`src/hdl/cstir_pkg.sv`:
```
`timescale 1ns / 1ps

package cstir_pkg;

	// table geometry
	localparam int SLOTS  = 64;
	localparam int SLOT_W = (SLOTS > 1) ? $clog2(SLOTS) : 1;
	localparam int CNT_W  = $clog2(SLOTS + 1);

	// fixed field widths of the result
	localparam int ID_W   = 6;
	localparam int OCNT_W = 7;
	localparam int TIME_W = 32;
	localparam int TOT_W  = 32;

	localparam logic [TIME_W-1:0] TIMEOUT_RESET = TIME_W'(30000);

	typedef enum logic [1:0] {
		OP_ACCEPT = 2'd0,
		OP_CLOSE  = 2'd1,
		OP_TOUCH  = 2'd2,
		OP_REAP   = 2'd3
	} op_t;

	typedef enum logic [1:0] {
		ST_OK       = 2'd0,
		ST_NO_FREE  = 2'd1,
		ST_RANGE    = 2'd2,
		ST_NOT_USED = 2'd3
	} status_t;

	typedef enum logic [2:0] {
		S_IDLE,
		S_EXEC,
		S_LAUNCH,
		S_SWEEP,
		S_FINISH
	} state_t;

	// broadcast from control to every cell
	typedef struct packed {
		logic              sweep_acc;
		logic [TIME_W-1:0] now;
		logic [TIME_W-1:0] timeout;
		logic              clr;
		logic              touch;
		logic [SLOT_W-1:0] sel;
	} cmd_t;

	// token handed from one cell to the next
	typedef struct packed {
		logic              go;
		logic              found;
		logic [SLOT_W-1:0] grant;
		logic [CNT_W-1:0]  cnt;
	} link_t;

endpackage

```
`src/hdl/cstir_ctrl.sv`:
```
`timescale 1ns / 1ps

module cstir_ctrl
	import cstir_pkg::*;
(
	input  logic              clk,
	input  logic              arst_n,
	input  logic              in_valid,
	output logic              in_ready,
	input  logic [1:0]        op,
	input  logic [7:0]        conn_slot,
	input  logic [31:0]       now_time,
	output logic              out_valid,
	input  logic              out_ready,
	output logic [1:0]        status,
	output logic [ID_W-1:0]   slot_id,
	output logic [OCNT_W-1:0] reaped_count,
	output logic [OCNT_W-1:0] open_count,
	output logic [TOT_W-1:0]  accepted_total,
	output logic [TOT_W-1:0]  rejected_total,
	input  logic              cfg_we,
	input  logic [31:0]       cfg_wdata,
	input  logic [SLOTS-1:0]  valid_vec,
	input  link_t             link_tail,
	output link_t             link_head,
	output cmd_t              cmd
);

	function automatic logic [ID_W-1:0] to_id(input logic [SLOT_W-1:0] g);
		logic [ID_W+SLOT_W-1:0] w;
		begin
			w = (ID_W + SLOT_W)'(g);
			return w[ID_W-1:0];
		end
	endfunction

	function automatic logic [OCNT_W-1:0] to_ocnt(input logic [CNT_W-1:0] c);
		logic [OCNT_W+CNT_W-1:0] w;
		begin
			w = (OCNT_W + CNT_W)'(c);
			return w[OCNT_W-1:0];
		end
	endfunction

	state_t state_q, state_nx;

	op_t               op_q;
	logic [7:0]        slot_q;
	logic [TIME_W-1:0] now_q;
	logic [TIME_W-1:0] timeout_q;
	logic [CNT_W-1:0]  open_q;
	logic [TOT_W-1:0]  acc_q;
	logic [TOT_W-1:0]  rej_q;

	status_t           res_status_q;
	logic [SLOT_W-1:0] res_id_q;
	logic [CNT_W-1:0]  res_reap_q;

	logic              out_valid_q;
	status_t           out_status_q;
	logic [ID_W-1:0]   out_id_q;
	logic [OCNT_W-1:0] out_reap_q;
	logic [OCNT_W-1:0] out_open_q;
	logic [TOT_W-1:0]  out_acc_q;
	logic [TOT_W-1:0]  out_rej_q;

	logic in_range;
	logic slot_used;
	logic out_free;
	logic take;

	// check the addressed slot of a close or touch request
	always_comb begin
		in_range  = (32'(slot_q) < SLOTS);
		slot_used = in_range && valid_vec[slot_q[SLOT_W-1:0]];
		out_free  = !out_valid_q || out_ready;
		take      = in_valid && in_ready;
	end

	// next state
	always_comb begin
		state_nx = state_q;
		unique case (state_q)
			S_IDLE: begin
				if (in_valid) begin
					if (op_t'(op) == OP_ACCEPT || op_t'(op) == OP_REAP) begin
						state_nx = S_LAUNCH;
					end else begin
						state_nx = S_EXEC;
					end
				end
			end
			S_EXEC:   state_nx = S_FINISH;
			S_LAUNCH: state_nx = S_SWEEP;
			S_SWEEP: begin
				if (link_tail.go) begin
					state_nx = S_FINISH;
				end
			end
			S_FINISH: begin
				if (out_free) begin
					state_nx = S_IDLE;
				end
			end
			default: state_nx = S_IDLE;
		endcase
	end

	// outputs of the state machine
	always_comb begin
		in_ready        = (state_q == S_IDLE);
		link_head       = '0;
		link_head.go    = (state_q == S_LAUNCH);
		cmd.sweep_acc   = (op_q == OP_ACCEPT);
		cmd.now         = now_q;
		cmd.timeout     = timeout_q;
		cmd.sel         = slot_q[SLOT_W-1:0];
		cmd.clr         = (state_q == S_EXEC) && (op_q == OP_CLOSE) && slot_used;
		cmd.touch       = (state_q == S_EXEC) && (op_q == OP_TOUCH) && slot_used;
	end

	always_ff @(posedge clk or negedge arst_n) begin
		if (!arst_n) begin
			state_q <= S_IDLE;
		end else begin
			state_q <= state_nx;
		end
	end

	// latch the request
	always_ff @(posedge clk) begin
		if (take) begin
			op_q   <= op_t'(op);
			slot_q <= conn_slot;
			now_q  <= now_time;
		end
	end

	// hold the timeout register
	always_ff @(posedge clk or negedge arst_n) begin
		if (!arst_n) begin
			timeout_q <= TIMEOUT_RESET;
		end else if (cfg_we) begin
			timeout_q <= cfg_wdata;
		end
	end

	// update counters and stage the result
	always_ff @(posedge clk or negedge arst_n) begin
		if (!arst_n) begin
			open_q <= '0;
			acc_q  <= '0;
			rej_q  <= '0;
		end else if (state_q == S_EXEC) begin
			if (cmd.clr) begin
				open_q <= open_q - CNT_W'(1);
			end
		end else if (state_q == S_SWEEP && link_tail.go) begin
			if (op_q == OP_ACCEPT) begin
				if (link_tail.found) begin
					open_q <= open_q + CNT_W'(1);
					acc_q  <= acc_q + TOT_W'(1);
				end else begin
					rej_q <= rej_q + TOT_W'(1);
				end
			end else begin
				open_q <= open_q - link_tail.cnt;
			end
		end
	end

	always_ff @(posedge clk) begin
		if (state_q == S_EXEC) begin
			res_id_q   <= '0;
			res_reap_q <= '0;
			if (!in_range) begin
				res_status_q <= ST_RANGE;
			end else if (!slot_used) begin
				res_status_q <= ST_NOT_USED;
			end else begin
				res_status_q <= ST_OK;
			end
		end else if (state_q == S_SWEEP && link_tail.go) begin
			if (op_q == OP_ACCEPT) begin
				res_reap_q <= '0;
				if (link_tail.found) begin
					res_status_q <= ST_OK;
					res_id_q     <= link_tail.grant;
				end else begin
					res_status_q <= ST_NO_FREE;
					res_id_q     <= '0;
				end
			end else begin
				res_status_q <= ST_OK;
				res_id_q     <= '0;
				res_reap_q   <= link_tail.cnt;
			end
		end
	end

	// output register
	always_ff @(posedge clk or negedge arst_n) begin
		if (!arst_n) begin
			out_valid_q <= 1'b0;
		end else if (state_q == S_FINISH && out_free) begin
			out_valid_q <= 1'b1;
		end else if (out_ready) begin
			out_valid_q <= 1'b0;
		end
	end

	always_ff @(posedge clk) begin
		if (state_q == S_FINISH && out_free) begin
			out_status_q <= res_status_q;
			out_id_q     <= to_id(res_id_q);
			out_reap_q   <= to_ocnt(res_reap_q);
			out_open_q   <= to_ocnt(open_q);
			out_acc_q    <= acc_q;
			out_rej_q    <= rej_q;
		end
	end

	assign out_valid      = out_valid_q;
	assign status         = out_status_q;
	assign slot_id        = out_id_q;
	assign reaped_count   = out_reap_q;
	assign open_count     = out_open_q;
	assign accepted_total = out_acc_q;
	assign rejected_total = out_rej_q;

endmodule

```
`config.mk`:
```
export PLATFORM = sky130hd
export DESIGN_NAME = cstir_ctrl
export DESIGN_NICKNAME = d
export VERILOG_FILES = /design/src/hdl/cstir_pkg.sv /design/src/hdl/cstir_ctrl.sv
export SDC_FILE = /design/constraint.sdc
export NUM_CORES = 1
export LEC_CHECK = 0
export ABC_AREA = 1
export BUFFER_PORTS_ARGS = -buffer_cell sky130_fd_sc_hd__buf_2
export CAP_MARGIN = 20
export CORE_MARGIN = 2
export CORE_UTILIZATION = 55
export DETAILED_ROUTE_END_ITERATION = 16
export MAX_ROUTING_LAYER = met4
export PLACE_DENSITY_LB_ADDON = 0.1
export SYNTH_ARGS = -nofsm -noshare
export SYNTH_HDL_FRONTEND = slang
export SYNTH_SLANG_ARGS = --single-unit
```
`constraint.sdc`:
```
create_clock -name clk -period 8.8 [get_ports clk]
set_input_delay 1.76 -clock clk [delete_from_list [all_inputs] [get_ports clk]]
set_output_delay 1.76 -clock clk [all_outputs]
set_load 0.005 [all_outputs]
```
# After elaboration in Yosys (flattened, before gate mapping)
# Cells that the tools add are included.
# word_totals
register_bits	250
output_inout_bits	176
word_cells	82
# op_classes
n_addsub	5
magnitude_cmp	2
eq_ne	12
mux	23
n_bitwise	2
n_reduce_logical	20
# ops
cell	n
32-bit by 1-bit adder with 32-bit output, second input constant	2
7-bit 2-to-1 mux	6
3-bit one-hot mux with 5 select lines	1
2-bit 2-to-1 mux	6
6-bit 2-to-1 mux	2
3-bit 2-to-1 mux	3
1-bit logical AND	8
8-bit by 7-bit < comparator with 1-bit output, second input constant	1
2-bit != test, second input constant	4
4-bit AND reduction	2
7-bit by 1-bit adder with 7-bit output, second input constant	1
6-bit by 7-bit < comparator with 1-bit output, second input constant	1
7-bit by 1-bit subtractor with 7-bit output, second input constant	1
7-bit subtractor	1
1-bit binary-select mux with 6-bit select	1
3-bit by 2-bit == test with 1-bit output, second input constant	2
3-bit AND reduction	2
2-bit == test, second input constant	2
2-bit logical NOT	2
1-bit 2-to-1 mux	4
2-bit nonzero test	2
3-bit by 1-bit == test with 1-bit output, second input constant	1
3-bit == test, second input constant	1
3-bit logical NOT	1
5 further kinds	7

# Longest topological paths before layout
# depth
ltp_word	6
mapped_depth	20
mapped_depth_nobuf	20

# Worst setup path before layout
# OpenSTA, ideal clock, no wires.
# synth_timing
path_kind	input to register
from	in out_ready
to	reg out_acc_q[0] (netlist: accepted_total[0]), enable pin
arrival_ns	5.380
required_time_ns	8.269
setup_slack_ns	2.889
stages	2
path_buffers	0
cell_sequence	nor2_1 -> nor2_1
# synth_via
elab_chain_cells	2
# synth_rtl
element	line	source
start: declaration	cstir_ctrl.sv:14	input logic out_ready,
1-bit logical OR	cstir_ctrl.sv:76	out_free = !out_valid_q || out_ready;
1-bit logical AND	cstir_ctrl.sv:213	if (state_q == S_FINISH && out_free) begin
end signal: assignment	cstir_ctrl.sv:218	out_acc_q <= acc_q;
end: declaration	cstir_ctrl.sv:64	logic [TOT_W-1:0] out_acc_q;
# Every way passes these cells.
# A chain may end at the register's enable or synchronous reset.

==> summary.txt <==
Outcome
  – Run status: finished, final reports clean

Synthesis
  – Mean post-synth cell area: 11.5 um2
  – Cells after Synth: 925
  – Post-Synth Simple-Gate Area: 18.3%
  – FFs w/ async S/R, synth: 42.8%
  – Netlist cell types: 40
  – Post-synth EDFFs: between 100 and 150
  – #FFs+latches synth: between 200 and 300
  – Ys Warns: 0
  – Post-synthesis adder-cell area fraction: under 10%
  – Main combinational cell family by area after synthesis: simple AND/OR/NAND/NOR gates
  – Post-Syn Area: around 11,000 um2
  – Sequential share of the synthesized area: 64.7%
  – Synth Area in Compound Gates: 2.17%
  – Post-synthesis mux area share: 3.40%
  – XOR/XNOR Fraction of Synth Area: 5.13%
  – Ys flop type: edfxtp_1

GRT
  – Initial antenna violation count: 1
  – Number of global-route vias before repair: 7,360
  – First-pass GRT wire length: 37,700 um
  – Total track usage: 24.3%
  – GR Overflow Total: 0
  – Largest net degree at the start of global routing: 87

Worst setup path
  – Crit path cell chain: inv_1 > nand3_1 > nand3_1 > nand2_1 > nand2_1 > nand3_1 > nand3_1 > nand2_1 > inv_1 > nor4_1 > buf_2
  – WP data required: 7040 ps
  – Crit end category: output port
  – CP Class: reg2out
  – Slowest stage cell, crit path: edfxtp_1
  – CP Launch Type: flip-flop
  – Largest stage delay, worst path: a little under 800 ps
  – Crit path top cell by count: nand3_1
  – Crit Path Max Fanout: 18
  – CP arrival: slightly below 3000 ps

Placed design
  – Placed cell count: 1,484
  – Gpl congestion: between 0.9 and 1
  – Number of port buffers: 319
  – HPWL after detailed placement: 17,600 um

Clocking
  – Worst-case clock buffer depth: 3
  – Clock latency on the worst-skew pair: 530 ps
  – Post-CTS sizing: 0
  – Cts bufs inserted: 26
  – Clock Tree Root: clkbuf_16
  – Worst-path clk slew: 60 ps
  – Clk sink count: 250
  – H-tree levels: 1
  – Setup Buffers After CTS: 0
  – Hold-fix buffers, CTS: 0
  – CTS tree: done

Timing
  – Fin. Hold Viols: 0
  – Worst-margin pin slew: 984 ps
  – Final Cycle Share: 53.6%
  – Setup_tns: 0 ps
  – Slew Limit Fails: 0
  – Final setup viols: 0
  – Slew HR: 34.4%
  – RSZ-0062 raised after global routing: no
  – Worst Clk Skew: 17.9 ps
  – Min Tclk post-route: 4720 ps
  – Max Fclk: between 200 and 250 MHz

Detailed routing
  – Routed len/inst: 15.6 um
  – Final Routed Wirelength: 23,900 um
  – Vias: about 7.7k
  – Remaining antenna violation count after routing: 0
  – Vias per cell: approximately 5.0
  – DRC: 0
  – DR pass1 iterations: 5
  – 1st-iter DRT viols: 413

Pwr
  – Switch Pwr: 0.893 mW
  – Clock Power Share: 32.9%
  – Leak: 6.22 nW
  – Peak supply drop: 0.306 mV
  – Sw Ratio: 27.8%
  – Pint: 2.32 mW
  – Flop pwr share: 47.4%
  – Power per cell area: 242 nW/um2
  – Logic gate share of total power: 19.7%

Die
  – Initial Utilization: 56.3%
  – I/O pin cnt: 334
  – Row count: 50
  – Die Ht: approximately 140 um
  – Die area: 20,400 um2
  – Core region area: 18,800 um2
  – Die X-Extent: 143 um

Finish
  – Post-Layout Cell Count: 1,536
  – Share of layout cells above drive strength 1: 34.6%
  – Syn-to-layout area delta: 25.3%
  – Nets@finish: approximately 1.4k
  – Final core utilization: a little over two thirds

Flow run
  – MaxCap Viol Count: 0

Hold path
  – Hold crit path type: reg2reg
==> worst paths after layout <==
check	startpoint	endpoint	slack (ps)	cells after the start
worst max-delay path	slot_q[1]$_DFFE_PP_	cmd[6]	4080	11
worst min-delay path	res_status_q[1]$_SDFFCE_PP0P_	status[1]$_DFFE_PP_	420	0
worst max register to register	slot_q[1]$_DFFE_PP_	open_q[3]$_DFFE_PN0P_	5960	13
worst min register to register	res_status_q[1]$_SDFFCE_PP0P_	status[1]$_DFFE_PP_	420	0
max in group asynchronous	arst_n	acc_q[2]$_DFFE_PN0P_	6290	2
min in group asynchronous	arst_n	timeout_q[6]$_DFFE_PN0P_	1170	1
==> metrics by stage <==
step | setup slack [ps] | instance area (um2) | total power [mW] | hold WS, ps
after floorplan | 2890 | 10600 | 1.92 | 400
after global placement | 4090 | 12400 | 2.15 | 402
after detailed placement | 4110 | 12400 | 2.17 | 406
after CTS | 4060 | 13200 | 3.23 | 420
after global routing | 3870 | 13300 | 3.38 | 424
final | 4080 | 13300 | 3.21 | 418
==> worst max-delay path, delay by kind of cell (launching register included) <==
family	cells	cell delay, ps
flip-flops	1	770
buffers and inverters	3	710
AND/OR/NAND/NOR	8	940
==> layout make-up <==
type                       instances  area, um2
antenna                            1       2.50
clock buffer                      36        708
clock inverter                    12        124
fill                            1422       5550
inverter                          80        300
multi-input combinational        571       3280
sequential                       250       6850
tap                              260        325
timing repair buffer             326       1680
==> cells by family (layout without fill, tap and decap cells) <==
family                   Yosys count  count (layout)
other                              1              15
AND/OR/NAND/NOR                  412             412
XOR/XNOR                          62              62
multiplexers                      32              32
adder cells (fa/ha/maj)           11              11
AO/OA/AOI/OAI                     40              40
flip-flops                       250             250
buffers and inverters            117             454
==> placed cells by master, fill, tap and decap left out, drive strengths merged <==
| cell | synthesis | final |
|---|---|---|
| a21oi | 11 | 11 |
| a22o | 6 | 6 |
| buf | 30 | 326 |
| bufinv | 0 | 2 |
| clkbuf | 7 | 36 |
| clkinv | 0 | 9 |
| conb | 1 | 14 |
| dfrtp | 100 | 100 |
| dfstp | 7 | 7 |
| dfxtp | 13 | 13 |
| diode | 0 | 1 |
| edfxtp | 130 | 130 |
| fa | 1 | 1 |
| ha | 10 | 10 |
| inv | 80 | 81 |
| mux2 | 32 | 32 |
| nand2 | 209 | 209 |
| nand3 | 85 | 85 |
| nand3b | 2 | 2 |
| nand4 | 17 | 17 |
| nor2 | 66 | 66 |
| nor3 | 26 | 26 |
| nor3b | 1 | 1 |
| nor4 | 5 | 5 |
| o211ai | 1 | 1 |
| o21ai | 21 | 21 |
| o21ba | 1 | 1 |
| or3 | 1 | 1 |
| xnor2 | 22 | 22 |
| xor2 | 40 | 40 |
==> Yosys cell counts, drive strengths merged (5+ instances only) <==
library cell | instances | area [um2]
edfxtp | 130 | 3900
dfrtp | 100 | 2500
dfstp | 7 | 184
nor3 | 26 | 176
nand2 | 209 | 817
mux2 | 32 | 360
nor2 | 66 | 322
nand3 | 85 | 440
a22o | 6 | 52.6
a21oi | 11 | 55.1
o21ai | 21 | 105
clkbuf | 7 | 26.3
buf | 30 | 196
xnor2 | 22 | 193
nand4 | 17 | 106
dfxtp | 13 | 260
xor2 | 40 | 350
inv | 80 | 300
ha | 10 | 125
nor4 | 5 | 37.5
==> metal layers <==
metal,GRT usage [%],share of wire [%],vias to the layer above
li1,-,-,3747
met1,31.2,42,3594
met2,38.8,49,262
met3,4.66,5.9,59
met4,8.91,3.2,0
met5,-,0,-
==> state kept, by name, summed over array words and instances (netlist names) <==
signal and cells:
acc_q 32, accepted_total 32, now_q 32, op_q 2, open_count 7, open_q 7
out_valid 1, reaped_count 7, rej_q 32, rejected_total 32, res_id_q 6, res_reap_q 7
res_status_q 2, slot_id 6, slot_q 8, state_q 3, status 2, timeout_q 32
==> power by group through the flow <==
stage | combinational [mW] | clock (mW) | sequential, mW
floorplan | 0.367 | 0 | 1.56
global placement | 0.608 | 0 | 1.54
detailed placement | 0.620 | 0 | 1.55
CTS | 0.623 | 1.08 | 1.53
global route | 0.718 | 1.12 | 1.54
finish | 0.633 | 1.06 | 1.52
Power figures use the tool's default switching activity.
