**config.mk**
```make
export PLATFORM = sky130hd
export DESIGN_NAME = cstir_cell
export DESIGN_NICKNAME = d
export VERILOG_FILES = /design/src/hdl/cstir_pkg.sv /design/src/hdl/cstir_cell.sv
export SDC_FILE = /design/constraint.sdc
export NUM_CORES = 1
export LEC_CHECK = 0
export ABC_AREA = 1
export BUFFER_PORTS_ARGS = -buffer_cell sky130_fd_sc_hd__buf_2
export CORE_MARGIN = 10
export CORE_UTILIZATION = 58
export DETAILED_ROUTE_END_ITERATION = 6
export GPL_TIMING_DRIVEN = 0
export PLACE_DENSITY_LB_ADDON = 0.05
export SETUP_SLACK_MARGIN = 0.2
export SYNTH_ARGS = -nofsm -noshare
export SYNTH_HDL_FRONTEND = slang
export SYNTH_SLANG_ARGS = --single-unit
```
**constraint.sdc**
```tcl
create_clock -name clk -period 6.1 [get_ports clk]
set_clock_uncertainty 0.1 [all_clocks]
set_input_delay 0 -clock clk [delete_from_list [all_inputs] [get_ports clk]]
set_output_delay 0 -clock clk [all_outputs]
set_load 0.02 [all_outputs]
```
**src/hdl/cstir_pkg.sv**
```systemverilog
`timescale 1ns / 1ps

package cstir_pkg;

	// table geometry
	localparam int SLOTS  = 64;
	localparam int SLOT_W = (SLOTS > 1) ? $clog2(SLOTS) : 1;
	localparam int CNT_W  = $clog2(SLOTS + 1);

	// fixed field widths of the result
	localparam int ID_W   = 6;
	localparam int OCNT_W = 7;
	localparam int TIME_W = 32;
	localparam int TOT_W  = 32;

	localparam logic [TIME_W-1:0] TIMEOUT_RESET = TIME_W'(30000);

	typedef enum logic [1:0] {
		OP_ACCEPT = 2'd0,
		OP_CLOSE  = 2'd1,
		OP_TOUCH  = 2'd2,
		OP_REAP   = 2'd3
	} op_t;

	typedef enum logic [1:0] {
		ST_OK       = 2'd0,
		ST_NO_FREE  = 2'd1,
		ST_RANGE    = 2'd2,
		ST_NOT_USED = 2'd3
	} status_t;

	typedef enum logic [2:0] {
		S_IDLE,
		S_EXEC,
		S_LAUNCH,
		S_SWEEP,
		S_FINISH
	} state_t;

	// broadcast from control to every cell
	typedef struct packed {
		logic              sweep_acc;
		logic [TIME_W-1:0] now;
		logic [TIME_W-1:0] timeout;
		logic              clr;
		logic              touch;
		logic [SLOT_W-1:0] sel;
	} cmd_t;

	// token handed from one cell to the next
	typedef struct packed {
		logic              go;
		logic              found;
		logic [SLOT_W-1:0] grant;
		logic [CNT_W-1:0]  cnt;
	} link_t;

endpackage

```
**src/hdl/cstir_cell.sv**
```systemverilog
`timescale 1ns / 1ps

module cstir_cell
	import cstir_pkg::*;
(
	input  logic              clk,
	input  logic              arst_n,
	input  logic [SLOT_W-1:0] cell_idx,
	input  cmd_t              cmd,
	input  link_t             link_in,
	output link_t             link_out,
	output logic              valid
);

	logic              valid_q;
	logic [TIME_W-1:0] stamp_q;
	link_t             link_q;

	logic hit;
	logic claim;
	logic expire;
	logic [TIME_W-1:0] idle;

	// decide what this cell does with the passing token
	always_comb begin
		hit    = (cmd.sel == cell_idx);
		claim  = link_in.go && cmd.sweep_acc && !link_in.found && !valid_q;
		idle   = cmd.now - stamp_q;
		expire = link_in.go && !cmd.sweep_acc && valid_q &&
			(cmd.now >= stamp_q) && (idle > cmd.timeout);
	end

	// hold slot occupancy
	always_ff @(posedge clk or negedge arst_n) begin
		if (!arst_n) begin
			valid_q <= 1'b0;
		end else if (claim) begin
			valid_q <= 1'b1;
		end else if (expire || (cmd.clr && hit)) begin
			valid_q <= 1'b0;
		end
	end

	// restamp on claim or touch
	always_ff @(posedge clk) begin
		if (claim || (cmd.touch && hit)) begin
			stamp_q <= cmd.now;
		end
	end

	// advance the token to the next cell
	always_ff @(posedge clk or negedge arst_n) begin
		if (!arst_n) begin
			link_q <= '0;
		end else begin
			link_q.go    <= link_in.go;
			link_q.found <= link_in.found | claim;
			link_q.grant <= claim ? cell_idx : link_in.grant;
			link_q.cnt   <= link_in.cnt + CNT_W'(expire);
		end
	end

	assign link_out = link_q;
	assign valid    = valid_q;

endmodule

```
* Yosys cells after proc, flatten, opt, wreduce, memory -nomap -nowiden
Cells that the tools add are included.
** Cells by class
- Add/subtract/negate cells :: 2
- $mul :: 0
- Div/mod/pow operators :: 0
- Order comparisons :: 2
- Equality and inequality tests :: 1
- Shifts and indexed selects :: 0
- Muxes and demuxes :: 3
- Bitwise gates (word level) :: 1
- Reductions and logical operators :: 15
** Operators with widths (number)
- 32-bit >= comparator :: 1
- 32-bit > comparator :: 1
- 32-bit subtractor :: 1
- 1-bit logical AND :: 9
- 7-bit by 1-bit adder with 7-bit output :: 1
- 6-bit == test :: 1
- 6-bit 2-to-1 mux :: 1
- 1-bit logical NOT :: 3
- 1-bit logical OR :: 2
- 1-bit 2-to-1 mux :: 2
- 2-bit nonzero test :: 1
- 1-bit bitwise OR :: 1
** Word-level totals
- Register bits after elaboration :: 48
- Latch bits :: 0
- Bits in writable memories :: 0
- ROM bits :: 0
- Input bits :: 96
- Output and inout bits :: 16
- Logic and storage cells :: 30
- Memories :: 0

* Logic depth before layout (Yosys ltp)
Gate-level depths: netlist (run 1).
- Word-level depth :: 8
- Depth in mapped cells :: 29
- Mapped depth without buffers :: 29

* Worst setup path before layout (run 1)
Ideal clock, no wire load.
- Kind :: register to register
- Start point :: register stamp_q[0]
- End point :: register link_q (netlist bit link_out[6])
- Setup time :: 0.122 ns
- Arrival :: 3.329 ns
- Data required time :: 5.878 ns
- Setup slack :: 2.548 ns
- Cell stages (with the launch flop) :: 28
- Buffers on the path :: 0
- Period minus slack after synthesis :: 3.552 ns
- Cells stage by stage :: edfxtp_1 ha_1 fa_1 inv_1 nand2_1 nand2_1 nand3b_1 nand2_2 inv_2 o21bai_2 nand4_1 nand3_1 nand2_1 ha_1 nand2_1 nor2_1 nand2_1 nor3_1 nand2_1 nand2_1 nand3_1 inv_1 ha_1 ha_1 nand3_1 nor2_1 nand2_1 xnor2_1
** On the way
- Cells in the longest elaborated chain, start to end :: 4
- Elaborated cells on any way between the ends :: 6
- Those cells by class :: add/sub: 2; order compare: 2; reduce/logical: 2
** Ends and longest elaborated chain
- from (decl) :: line cstir_cell.sv:16 : logic [TIME_W-1:0] stamp_q;
- from (signal assigned) :: line cstir_cell.sv:47 : stamp_q <= cmd.now;
- 32-bit subtractor / 32-bit >= comparator (equally long branches) :: line cstir_cell.sv:28, cstir_cell.sv:30
- 32-bit > comparator / 1-bit logical AND (equally long branches) :: line cstir_cell.sv:30, cstir_cell.sv:29
- 1-bit logical AND (*) :: line cstir_cell.sv:30 : (cmd.now >= stamp_q) && (idle > cmd.timeout);
- 7-bit by 1-bit adder with 7-bit output (*) :: line cstir_cell.sv:59 : link_q.cnt <= link_in.cnt + CNT_W'(expire);
- to (decl) :: line cstir_cell.sv:17 : link_t link_q;
Mark *: on every way between the ends. The rest lies on a longest branch, timed or not.
A chain may end at the register's enable or synchronous reset.

* Final worst setup path (run 1)
- Start point :: register stamp_q[0]
- End point :: register link_q (netlist bit link_out[5])
The elaborated chain is that of the path after synthesis.

==> results by group, run 1 <==
Synthesis
  • Number of synthesized flops with an enable pin: 32
  • Asr flop ratio synth: 0.333
  • Flops & latches, synth: 48
  • Cell taking the most area after synthesis: edfxtp_1
  • Post-Syn Instances: 633
  • Mapped Avg Cell Area: 7.41 µm²
  • Top cell type's share of synthesized area: 0.205
  • Top FF cell, synth: edfxtp_1
  • Mapped cell area: 0.00469 mm²
  • Post-synthesis sequential area ratio: 0.290
  • Commonest cells post-synth: nand2_1, inv_1, ha_1, nor2_1, a21oi_1
  • Yosys cell types: 40
  • Yosys warns: 0
  • Syn Nets: 796
  • Count leader, synth: nand2_1
  • Synth top area cells: edfxtp_1, ha_1, nand2_1

STA
  • FMAX: 203 MHz
  • Slew Limit Headroom: 0.439
  • Final Cycle Share: 0.807
  • RSZ-0062 raised after global routing: no
  • Actual slew at the worst max-slew pin: 0.839 ns
  • Final min period: 4.92 ns
  • Final setup viols: 0
  • Final count of hold timing violations: 0
  • Fin. max-slew vios: 0
  • Worst setup margin: 1.18 ns
  • Setup Total Neg Slack: 0 ns

Final layout
  • Fraction of layout cells with a size suffix above 1: 0.180
  • Fill count: 581
  • Antenna diodes: 0
  • Fin nets: 972
  • Syn-to-layout area delta: 29.7%

Worst setup path
  • FF-to-FF path depth: 26
  • Crit-path max FO: 3
  • CP required: 6.24 ns
  • CP startpoint kind: register
  • Crit Path Class: register to register
  • Arrival time at the worst endpoint: 5.07 ns
  • Critical path origin: stamp_q[0]
  • Worst flop-to-flop path endpoint: link_out[5]
  • Worst reg2reg setup slack: 1.18 ns
  • R2r startpoint: stamp_q[0]
  • CP Capture Point: link_out[5]
  • Crit end category: register

Global routing
  • Vias in the first global route: 4911
  • Met3 Use GR: 0.0515
  • Pin count of the biggest net entering global routing: 33
  • Gr busiest metal: met2
  • GR Util All Layers: 0.240
  • Initial antenna violation count: 0
  • Gr ovfl total: 0
  • Met2 usage: 0.459
  • First-pass GRT wire length: 22.9 mm
  • Met1 usage in global routing: 0.253

Power and ir drop
  • P_leak: 0.00326 µW
  • Pwr dens: 181 mW/mm²
  • Overall power: 1100 µW
  • Max VDD drop: 0.138 mV

Clock tree
  • CTS buffer count: 5
  • CTS tree: done
  • Sink Count: 48
  • Clock transition at the registers of the reported paths: 0.11 ns
  • H-tree depth: 2
  • Worst skew pair latency: 0.31 ns
  • Post_cts resized: 0
  • Clk buf depth: 2
  • Root buffer cell: clkbuf_8

Status
  • Status: complete, no violations

Placed design
  • IO buf count: 111
  • RD Place Congestion: 0.965
  • Pre-CTS setup slack: 1.82 ns
  • Post-DP HPWL: 10.7 mm

Floorplanning
  • Die area: 0.0121 mm²
  • Starting Density: 0.600
  • Row cnt: 32
  • Die height: 110 µm
  • Die Width: 110 µm
  • Ports: 112
  • Core Region: 0.00781 mm²

Route
  • WL final: 14.2 mm
  • Final ANT Viol Nets: 0
  • DRC errors left: 0
  • Detail-routed via count per cell: 5.15
  • Via count: 4693
  • Starting DRT DRC Count: 219
  • DR WL/cell: 15.5 µm
  • Drt pass-1 iters: 5

Flow run
  • Maxcap violations: 0

Min path
  • Worst Hold Class: primary input to async pin
state kept, by name, indices dropped and copies added, names as in the netlist:
signal / flops
valid: 1
link_out: 15
stamp_q: 32
metrics by stage:
step / utilization / cells / instance area, µm² / hold slack, ns
after global placement: 0.688 / 846 / 5370 / -0.181
after global routing: 0.779 / 912 / 6080 / 0.0684
after floorplan: - / 633 / 4690 / -0.396
after detailed placement: 0.688 / 846 / 5370 / -0.168
after CTS: 0.779 / 912 / 6080 / 0.0236
final: 0.779 / 912 / 6080 / 0.0289
worst min-delay path by stage:
stage / end / start / cells after the start / slack (ns)
floorplan: link_out[0] / arst_n / 0 / -0.40
global placement: link_out[0] / arst_n / 1 / -0.18
detailed placement: link_out[0] / arst_n / 1 / -0.17
CTS: link_out[9] / arst_n / 2 / 0.02
global route: link_out[9] / arst_n / 2 / 0.07
finish: link_out[13] / arst_n / 2 / 0.03
layer usage:
layer | share of wire | vias up
li1 | - | 2403
met1 | 0.38 | 2132
met2 | 0.53 | 128
met3 | 0.061 | 30
met4 | 0.023 | 0
met5 | 0 | -
final cells by class:
class,count,area (µm²),area share
well taps,102,128,0.0210
plain buffers,1,3.75,0.000617
flip-flops and latches,48,1360,0.224
clock inverters,1,8.76,0.00144
multi-input cells,461,2860,0.471
repair buffers,169,1140,0.187
inverters,123,462,0.0759
clock buffers,7,119,0.0195
worst max-delay path: stages (launching register included):
cell,delay (ns)
edfxtp_1,0.38
ha_1,0.24
fa_1,0.46
inv_1,0.13
nand2_1,0.08
nand2_1,0.07
nand3b_1,0.09
nand2_2,0.11
inv_2,0.04
o21bai_2,0.18
nand4_1,0.19
nand3_1,0.12
nand2_1,0.06
ha_1,0.26
nand2_1,0.04
nor2_1,0.13
nand2_1,0.15
nor3_1,0.20
nand2_1,0.09
nand2_1,0.06
nand3_1,0.13
inv_1,0.11
ha_1,0.17
nand3_1,0.14
nor3_1,0.27
xor2_1,0.22
dlygate4sd3_1,0.61
kinds of logic (layout without fill, tap and decap cells):
family | count (synthesis) | after routing | synth area share
mux | 4 | 4 | 0.00961
simple gates | 259 | 259 | 0.231
compound gates | 99 | 99 | 0.128
fa+ha+maj | 67 | 67 | 0.180
buf+inv | 124 | 301 | 0.0993
xor+xnor | 32 | 32 | 0.0614
flops | 48 | 48 | 0.290
placed cells by master, fill, tap and decap left out, types with 2 or more instances in the layout:
master | Yosys | routed
a31oi_1 | 2 | 2
ha_1 | 66 | 66
nand4_1 | 6 | 6
o21ai_2 | 2 | 2
o21ai_0 | 17 | 17
nor2_1 | 55 | 55
nand2_2 | 8 | 9
edfxtp_1 | 32 | 32
mux2_2 | 4 | 4
inv_1 | 122 | 122
nand3_1 | 20 | 20
clkbuf_16 | 0 | 2
o21bai_2 | 2 | 2
nand3b_1 | 2 | 2
xor2_1 | 23 | 23
o21a_1 | 3 | 3
dlygate4sd3_1 | 0 | 58
nor4_1 | 3 | 3
nand2_1 | 152 | 151
buf_2 | 0 | 111
xnor2_1 | 8 | 8
clkbuf_8 | 0 | 5
a21oi_1 | 52 | 52
dfrtp_1 | 16 | 16
o21bai_1 | 6 | 6
o211ai_1 | 2 | 2
a21o_1 | 6 | 6
nand3_2 | 2 | 2
nor3_1 | 7 | 7
what timing repair did:
| action | CTS | global route |
|---|---|---|
| setup buffers | 0 | 0 |
| setup endpoints to repair | 0 | 0 |
| hold buffers | 58 | 0 |
| hold endpoints to repair | 64 | 0 |
power by group:
part | switching, µW | internal [µW]
sequential | 5.99 | 373
clock | 126 | 132
combinational | 272 | 194
total | 405 | 699
(Power assumes the default switching activity.)
==> inputs of run 2 (changes only) <==
--- a/config.mk
+++ b/config.mk
@@ -8,7 +8,7 @@
 export ABC_AREA = 1
 export BUFFER_PORTS_ARGS = -buffer_cell sky130_fd_sc_hd__buf_2
 export CORE_MARGIN = 10
-export CORE_UTILIZATION = 58
+export CORE_UTILIZATION = 55
 export DETAILED_ROUTE_END_ITERATION = 6
 export GPL_TIMING_DRIVEN = 0
 export PLACE_DENSITY_LB_ADDON = 0.05
==> constraint.sdc (replaced) <==
create_clock -name clk -period 5.1 [get_ports clk]
set_clock_uncertainty 0.1 [all_clocks]
set_input_delay 0 -clock clk [delete_from_list [all_inputs] [get_ports clk]]
set_output_delay 0 -clock clk [all_outputs]
set_load 0.02 [all_outputs]
==> results by group, run 2 (same netlist as run 1, synthesis figures left out) <==
Placed design
  • Post-DP HPWL: 10.7 mm
  • IO buf count: 111
  • Placed insts: 849
  • RD Place Congestion: 0.912

Worst setup path
  • CP cell instances: ha_1 -> fa_2 -> inv_1 -> nand2_1 -> nand2_1 -> nand3b_1 -> nand2_2 -> inv_2 -> o21bai_4 -> nand4_1 -> nand3_1 -> nand2_1 -> ha_1 -> nand2_1 -> nor2_2 -> nand2_2 -> nor3_2 -> a21boi_0 -> nand3_1 -> inv_1 -> ha_1 -> ha_1 -> xor2_1 -> dlygate4sd3_1
  • Worst reg2reg setup slack: 0.51 ns
  • R2r startpoint: stamp_q[0]
  • Crit-path max FO: 3
  • Critical path origin: stamp_q[0]
  • CP startpoint kind: register
  • Arrival time at the worst endpoint: 4.69 ns
  • FF-to-FF path depth: 24
  • Crit path largest cell delay: 0.56 ns
  • Slowest-stage cell, CP: dlygate4sd3_1
  • CP Capture Point: link_out[2]
  • Crit Path Class: register to register
  • CP required: 5.20 ns
  • Crit end category: register
  • Worst flop-to-flop path endpoint: link_out[2]

STA
  • Actual slew at the worst max-slew pin: 0.852 ns
  • Final min period: 4.59 ns
  • Final count of hold timing violations: 0
  • RSZ-0062 raised after global routing: no
  • Final setup viols: 0
  • Setup Total Neg Slack: 0 ns
  • Hold slack: 0.0226 ns
  • Fin. max-slew vios: 0
  • Slew Limit Headroom: 0.430
  • Final Cycle Share: 0.900
  • FMAX: 218 MHz

Clock tree
  • H-tree depth: 2
  • CTS tree: done
  • Sink Count: 48
  • Clk buf depth: 2
  • Worst skew pair latency: 0.32 ns
  • Root buffer cell: clkbuf_8
  • CTS buffer count: 5
  • Clock transition at the registers of the reported paths: 0.11 ns

Final layout
  • Final Non-Filler Cells: 914
  • Max reg flops: 32
  • Commonest non-fill, non-tap cell in the layout: nand2_1
  • Antenna diodes: 0
  • Most flop-heavy register: stamp_q
  • Fin nets: 971
  • Fraction of layout cells with a size suffix above 1: 0.187
  • Most frequent cells in the layout: nand2_1, inv_1, buf_2, ha_1, dlygate4sd3_1
  • Syn-to-layout area delta: 30.2%

Route
  • Final ANT Viol Nets: 0
  • DR WL/cell: 15.0 µm
  • Drt pass-1 iters: 6
  • WL final: 13.7 mm
  • Starting DRT DRC Count: 238
  • Via count: 4660
  • Detail-routed via count per cell: 5.10
  • DRC errors left: 0

Flow run
  • Maxcap violations: 0

Floorplanning
  • Ports: 112
  • Starting Density: 0.568
  • Core Region: 0.00826 mm²
  • Die Width: 112 µm
  • Die height: 112 µm
  • Row cnt: 33
  • Die area: 0.0126 mm²

Status
  • Status: complete, no violations

Global routing
  • Initial antenna violation count: 0
  • Gr ovfl total: 0
  • GR Util All Layers: 0.213
  • First-pass GRT wire length: 22.3 mm
  • Pin count of the biggest net entering global routing: 33
  • Vias in the first global route: 4879

Power and ir drop
  • Pwr dens: 219 mW/mm²
  • P_leak: 0.00325 µW
  • Max VDD drop: 0.175 mV

Min path
  • Worst Hold Class: primary input to async pin
==> run 2: cell count changes in the layout (fill, tap and decap cells not counted), sizes merged <==
cell | previous run | this run
bufinv | 0 | 1
clkbuf | 8 | 7
dlygate4sd3 | 58 | 57
==> run 2: worst max-delay path: cells and delay by family, from the launching register on <==
kind            cells  cell delay [ns]
buf+inv             4             0.79
xor+xnor            1             0.17
flops               1             0.39
compound gates      2             0.27
simple gates       12             1.38
fa+ha+maj           5             1.34
==> run 2: stage by stage <==
step | power, µW | setup WS, ns | util | instance area (µm²)
finish | 1340 | 0.510 | 0.739 | 6110
floorplan | 814 | 1.55 | - | 4690
CTS | 1330 | 0.305 | 0.736 | 6080
global placement | 949 | 0.801 | 0.651 | 5380
global route | 1430 | 0.217 | 0.739 | 6110
detailed placement | 968 | 0.716 | 0.651 | 5380
==> run 2: repair_timing <==
item	CTS	global route
resized for setup	0	6
setup buffers	0	0
setup endpoints to repair	0	3
endpoints found under the hold margin	64	0
hold buffers	57	0
==> run 2: layout make-up <==
type,instances,area [µm²]
Inverter,123,462
Tap cell,105,131
Clock buffer,6,93.8
Fill cell,659,2150
Multi-Input combinational cell,461,2890
Timing Repair Buffer,168,1130
Sequential cell,48,1360
Buffer,1,3.75
Clock inverter,2,38.8
==> run 2: layer usage <==
metal  routed length, µm  share of wire  track usage  vias to the layer above
met5                   0              0            0                        -
met4                 342          0.025       0.0761                        0
met3                 576          0.042       0.0330                       26
met2                7180           0.52        0.399                      119
met1                5580           0.41        0.235                     2110
li1                    -              -            -                     2405
==> run 2: where the power goes <==
part	internal (µW)	switching (µW)
Sequential	446	7.39
Combinational	232	323
Clock	178	150
Total	856	480
==> run 2: worst min path at each step <==
stage	start	to	slack [ns]	cells past startpoint
2_1_floorplan	arst_n	link_out[0]	-0.40	0
6_report	arst_n	link_out[13]	0.02	2
3_3_place_gp	arst_n	link_out[1]	-0.18	1
5_1_grt	arst_n	link_out[1]	0.07	2
3_5_place_dp	arst_n	link_out[3]	-0.17	1
4_1_cts	arst_n	link_out[13]	0.03	2
==> inputs of run 3 (changes only) <==
--- a/config.mk
+++ b/config.mk
@@ -6,11 +6,12 @@
 export NUM_CORES = 1
 export LEC_CHECK = 0
 export ABC_AREA = 1
+export ABC_CLOCK_PERIOD_IN_PS = 5100
 export BUFFER_PORTS_ARGS = -buffer_cell sky130_fd_sc_hd__buf_2
 export CORE_MARGIN = 10
 export CORE_UTILIZATION = 55
 export DETAILED_ROUTE_END_ITERATION = 6
-export GPL_TIMING_DRIVEN = 0
+export GPL_TIMING_DRIVEN = 1
 export PLACE_DENSITY_LB_ADDON = 0.05
 export SETUP_SLACK_MARGIN = 0.2
 export SYNTH_ARGS = -nofsm -noshare
==> results by group, run 3 (same netlist as run 1, synthesis figures left out) <==
Route
  • Drt pass-1 iters: 5
  • Via count: 4723
  • DR WL/cell: 15.5 µm
  • Final ANT Viol Nets: 0
  • WL final: 14.2 mm
  • DRC errors left: 0
  • Detail-routed via count per cell: 5.16
  • Starting DRT DRC Count: 256

STA
  • Setup Total Neg Slack: 0 ns
  • Final count of hold timing violations: 0
  • Fin. max-slew vios: 0
  • Worst setup margin: 0.523 ns
  • FMAX: 218 MHz
  • Final setup viols: 0
  • Final Cycle Share: 0.898
  • Final min period: 4.58 ns
  • Slew Limit Headroom: 0.680
  • Actual slew at the worst max-slew pin: 0.480 ns
  • RSZ-0062 raised after global routing: no

Floorplanning
  • Starting Density: 0.568
  • Core Region: 0.00826 mm²
  • Ports: 112
  • Die height: 112 µm
  • Die Width: 112 µm
  • Row cnt: 33
  • Die area: 0.0126 mm²

Global routing
  • Vias in the first global route: 4921
  • GR Util All Layers: 0.217
  • Initial antenna violation count: 0
  • Pin count of the biggest net entering global routing: 33
  • First-pass GRT wire length: 22.9 mm
  • Gr ovfl total: 0

Worst setup path
  • Arrival time at the worst endpoint: 4.69 ns
  • Crit-path max FO: 4
  • Crit end category: register
  • Crit Path Class: register to register
  • CP required: 5.21 ns
  • CP startpoint kind: register

Flow run
  • Maxcap violations: 0

Final layout
  • Most frequent cells in the layout: nand2_1, inv_1, buf_2, ha_1, dlygate4sd3_1
  • Antenna diodes: 0
  • Fin nets: 972
  • Fill count: 639
  • Syn-to-layout area delta: 30.1%
  • Most flop-heavy register: stamp_q
  • Fraction of layout cells with a size suffix above 1: 0.184
  • Commonest non-fill, non-tap cell in the layout: nand2_1
  • Max reg flops: 32

Placed design
  • IO buf count: 111
  • RD Place Congestion: 0.909
  • Post-DP HPWL: 11.1 mm
  • Pre-CTS setup slack: 1.15 ns

Clock tree
  • Clk buf depth: 2
  • CTS tree: done
  • Clock transition at the registers of the reported paths: 0.11 ns
  • CTS buffer count: 5
  • Root buffer cell: clkbuf_8
  • H-tree depth: 2
  • Worst skew pair latency: 0.32 ns
  • Sink Count: 48
  • Post-CTS setup buffers: 0

Min path
  • Worst Hold Class: primary input to async pin

Power and ir drop
  • Internal power: 837 µW
  • Switching part of the total: 0.372
  • Part of the power in registers: 0.340
  • Max VDD drop: 0.139 mV
  • Pwr dens: 219 mW/mm²
  • Combinational group share of total power: 0.422
  • Sw power: 496 µW
  • P_leak: 0.00326 µW
  • Clock Power Share: 0.239

Status
  • Status: complete, no violations
run 3: final cells by class:
| class | instances | area (µm²) | share of cell area |
|---|---|---|---|
| well taps | 105 | 131 | 0.0215 |
| inverters | 123 | 462 | 0.0757 |
| multi-input cells | 461 | 2870 | 0.471 |
| repair buffers | 170 | 1140 | 0.188 |
| flip-flops and latches | 48 | 1360 | 0.223 |
| clock buffers | 7 | 119 | 0.0195 |
| clock inverters | 1 | 8.76 | 0.00144 |
run 3: critical path: stages, from the launching register on:
cell and delay, ns:
edfxtp_1 0.39, inv_1 0.07, ha_1 0.26, a21oi_1 0.24, o21ai_0 0.18, a21oi_1 0.20
o21ai_2 0.12, a21oi_1 0.25, inv_1 0.07, nand2_1 0.07, nand2_1 0.06, ha_1 0.31
nand2_1 0.07, nor2_1 0.13, nand2_1 0.09, nor3_2 0.18, nand2_1 0.07, nand2_1 0.05
nand3_1 0.09, inv_1 0.08, ha_1 0.18, ha_1 0.20, nand3_1 0.12, nor2_1 0.13
nand2_1 0.08, xnor2_1 0.12, dlygate4sd3_1 0.55
run 3: metal layers:
| layer | global-route usage | routed length, µm | share of wire | vias up |
|---|---|---|---|---|
| li1 | - | - | - | 2399 |
| met1 | 0.233 | 5690 | 0.40 | 2167 |
| met2 | 0.418 | 7460 | 0.53 | 124 |
| met3 | 0.0367 | 591 | 0.042 | 33 |
| met4 | 0.0668 | 412 | 0.029 | 0 |
| met5 | 0 | 0 | 0 | - |
run 3: worst paths after layout:
kind / end / cells past startpoint / from / slack [ns]
min reg2reg: valid / 4 / valid / 0.59
max: link_out[6] / 26 / stamp_q[8] / 0.52
max in group asynchronous: valid / 2 / arst_n / 4.61
min: link_out[13] / 2 / arst_n / 0.02
max reg2reg: link_out[6] / 26 / stamp_q[8] / 0.52
min in group clk: valid / 6 / cmd[72] / 0.09
run 3: per-stage QoR:
step / std cells / power (µW) / util / hold slack [ns] / cell area [µm²]
4_1_cts: 915 / 1320 / 0.737 / 0.0403 / 6090
2_1_floorplan: 633 / 814 / - / -0.396 / 4690
6_report: 915 / 1330 / 0.738 / 0.0234 / 6100
3_5_place_dp: 849 / 975 / 0.651 / -0.153 / 5380
3_3_place_gp: 849 / 956 / 0.651 / -0.178 / 5380
5_1_grt: 915 / 1410 / 0.738 / 0.0513 / 6100
run 3: power by group through the flow:
stage               clock [µW]  combinational, µW  sequential [µW]
finish                     318                562              453
CTS                        315                555              453
global route               330                627              456
global placement             0                496              460
detailed placement           0                513              461
floorplan                    0                335              479
run 3: repair_timing:
item	CTS	global route
hold endpoints to repair	64	0
hold buffers	58	0
resized for setup	0	3
setup endpoints to repair	0	2
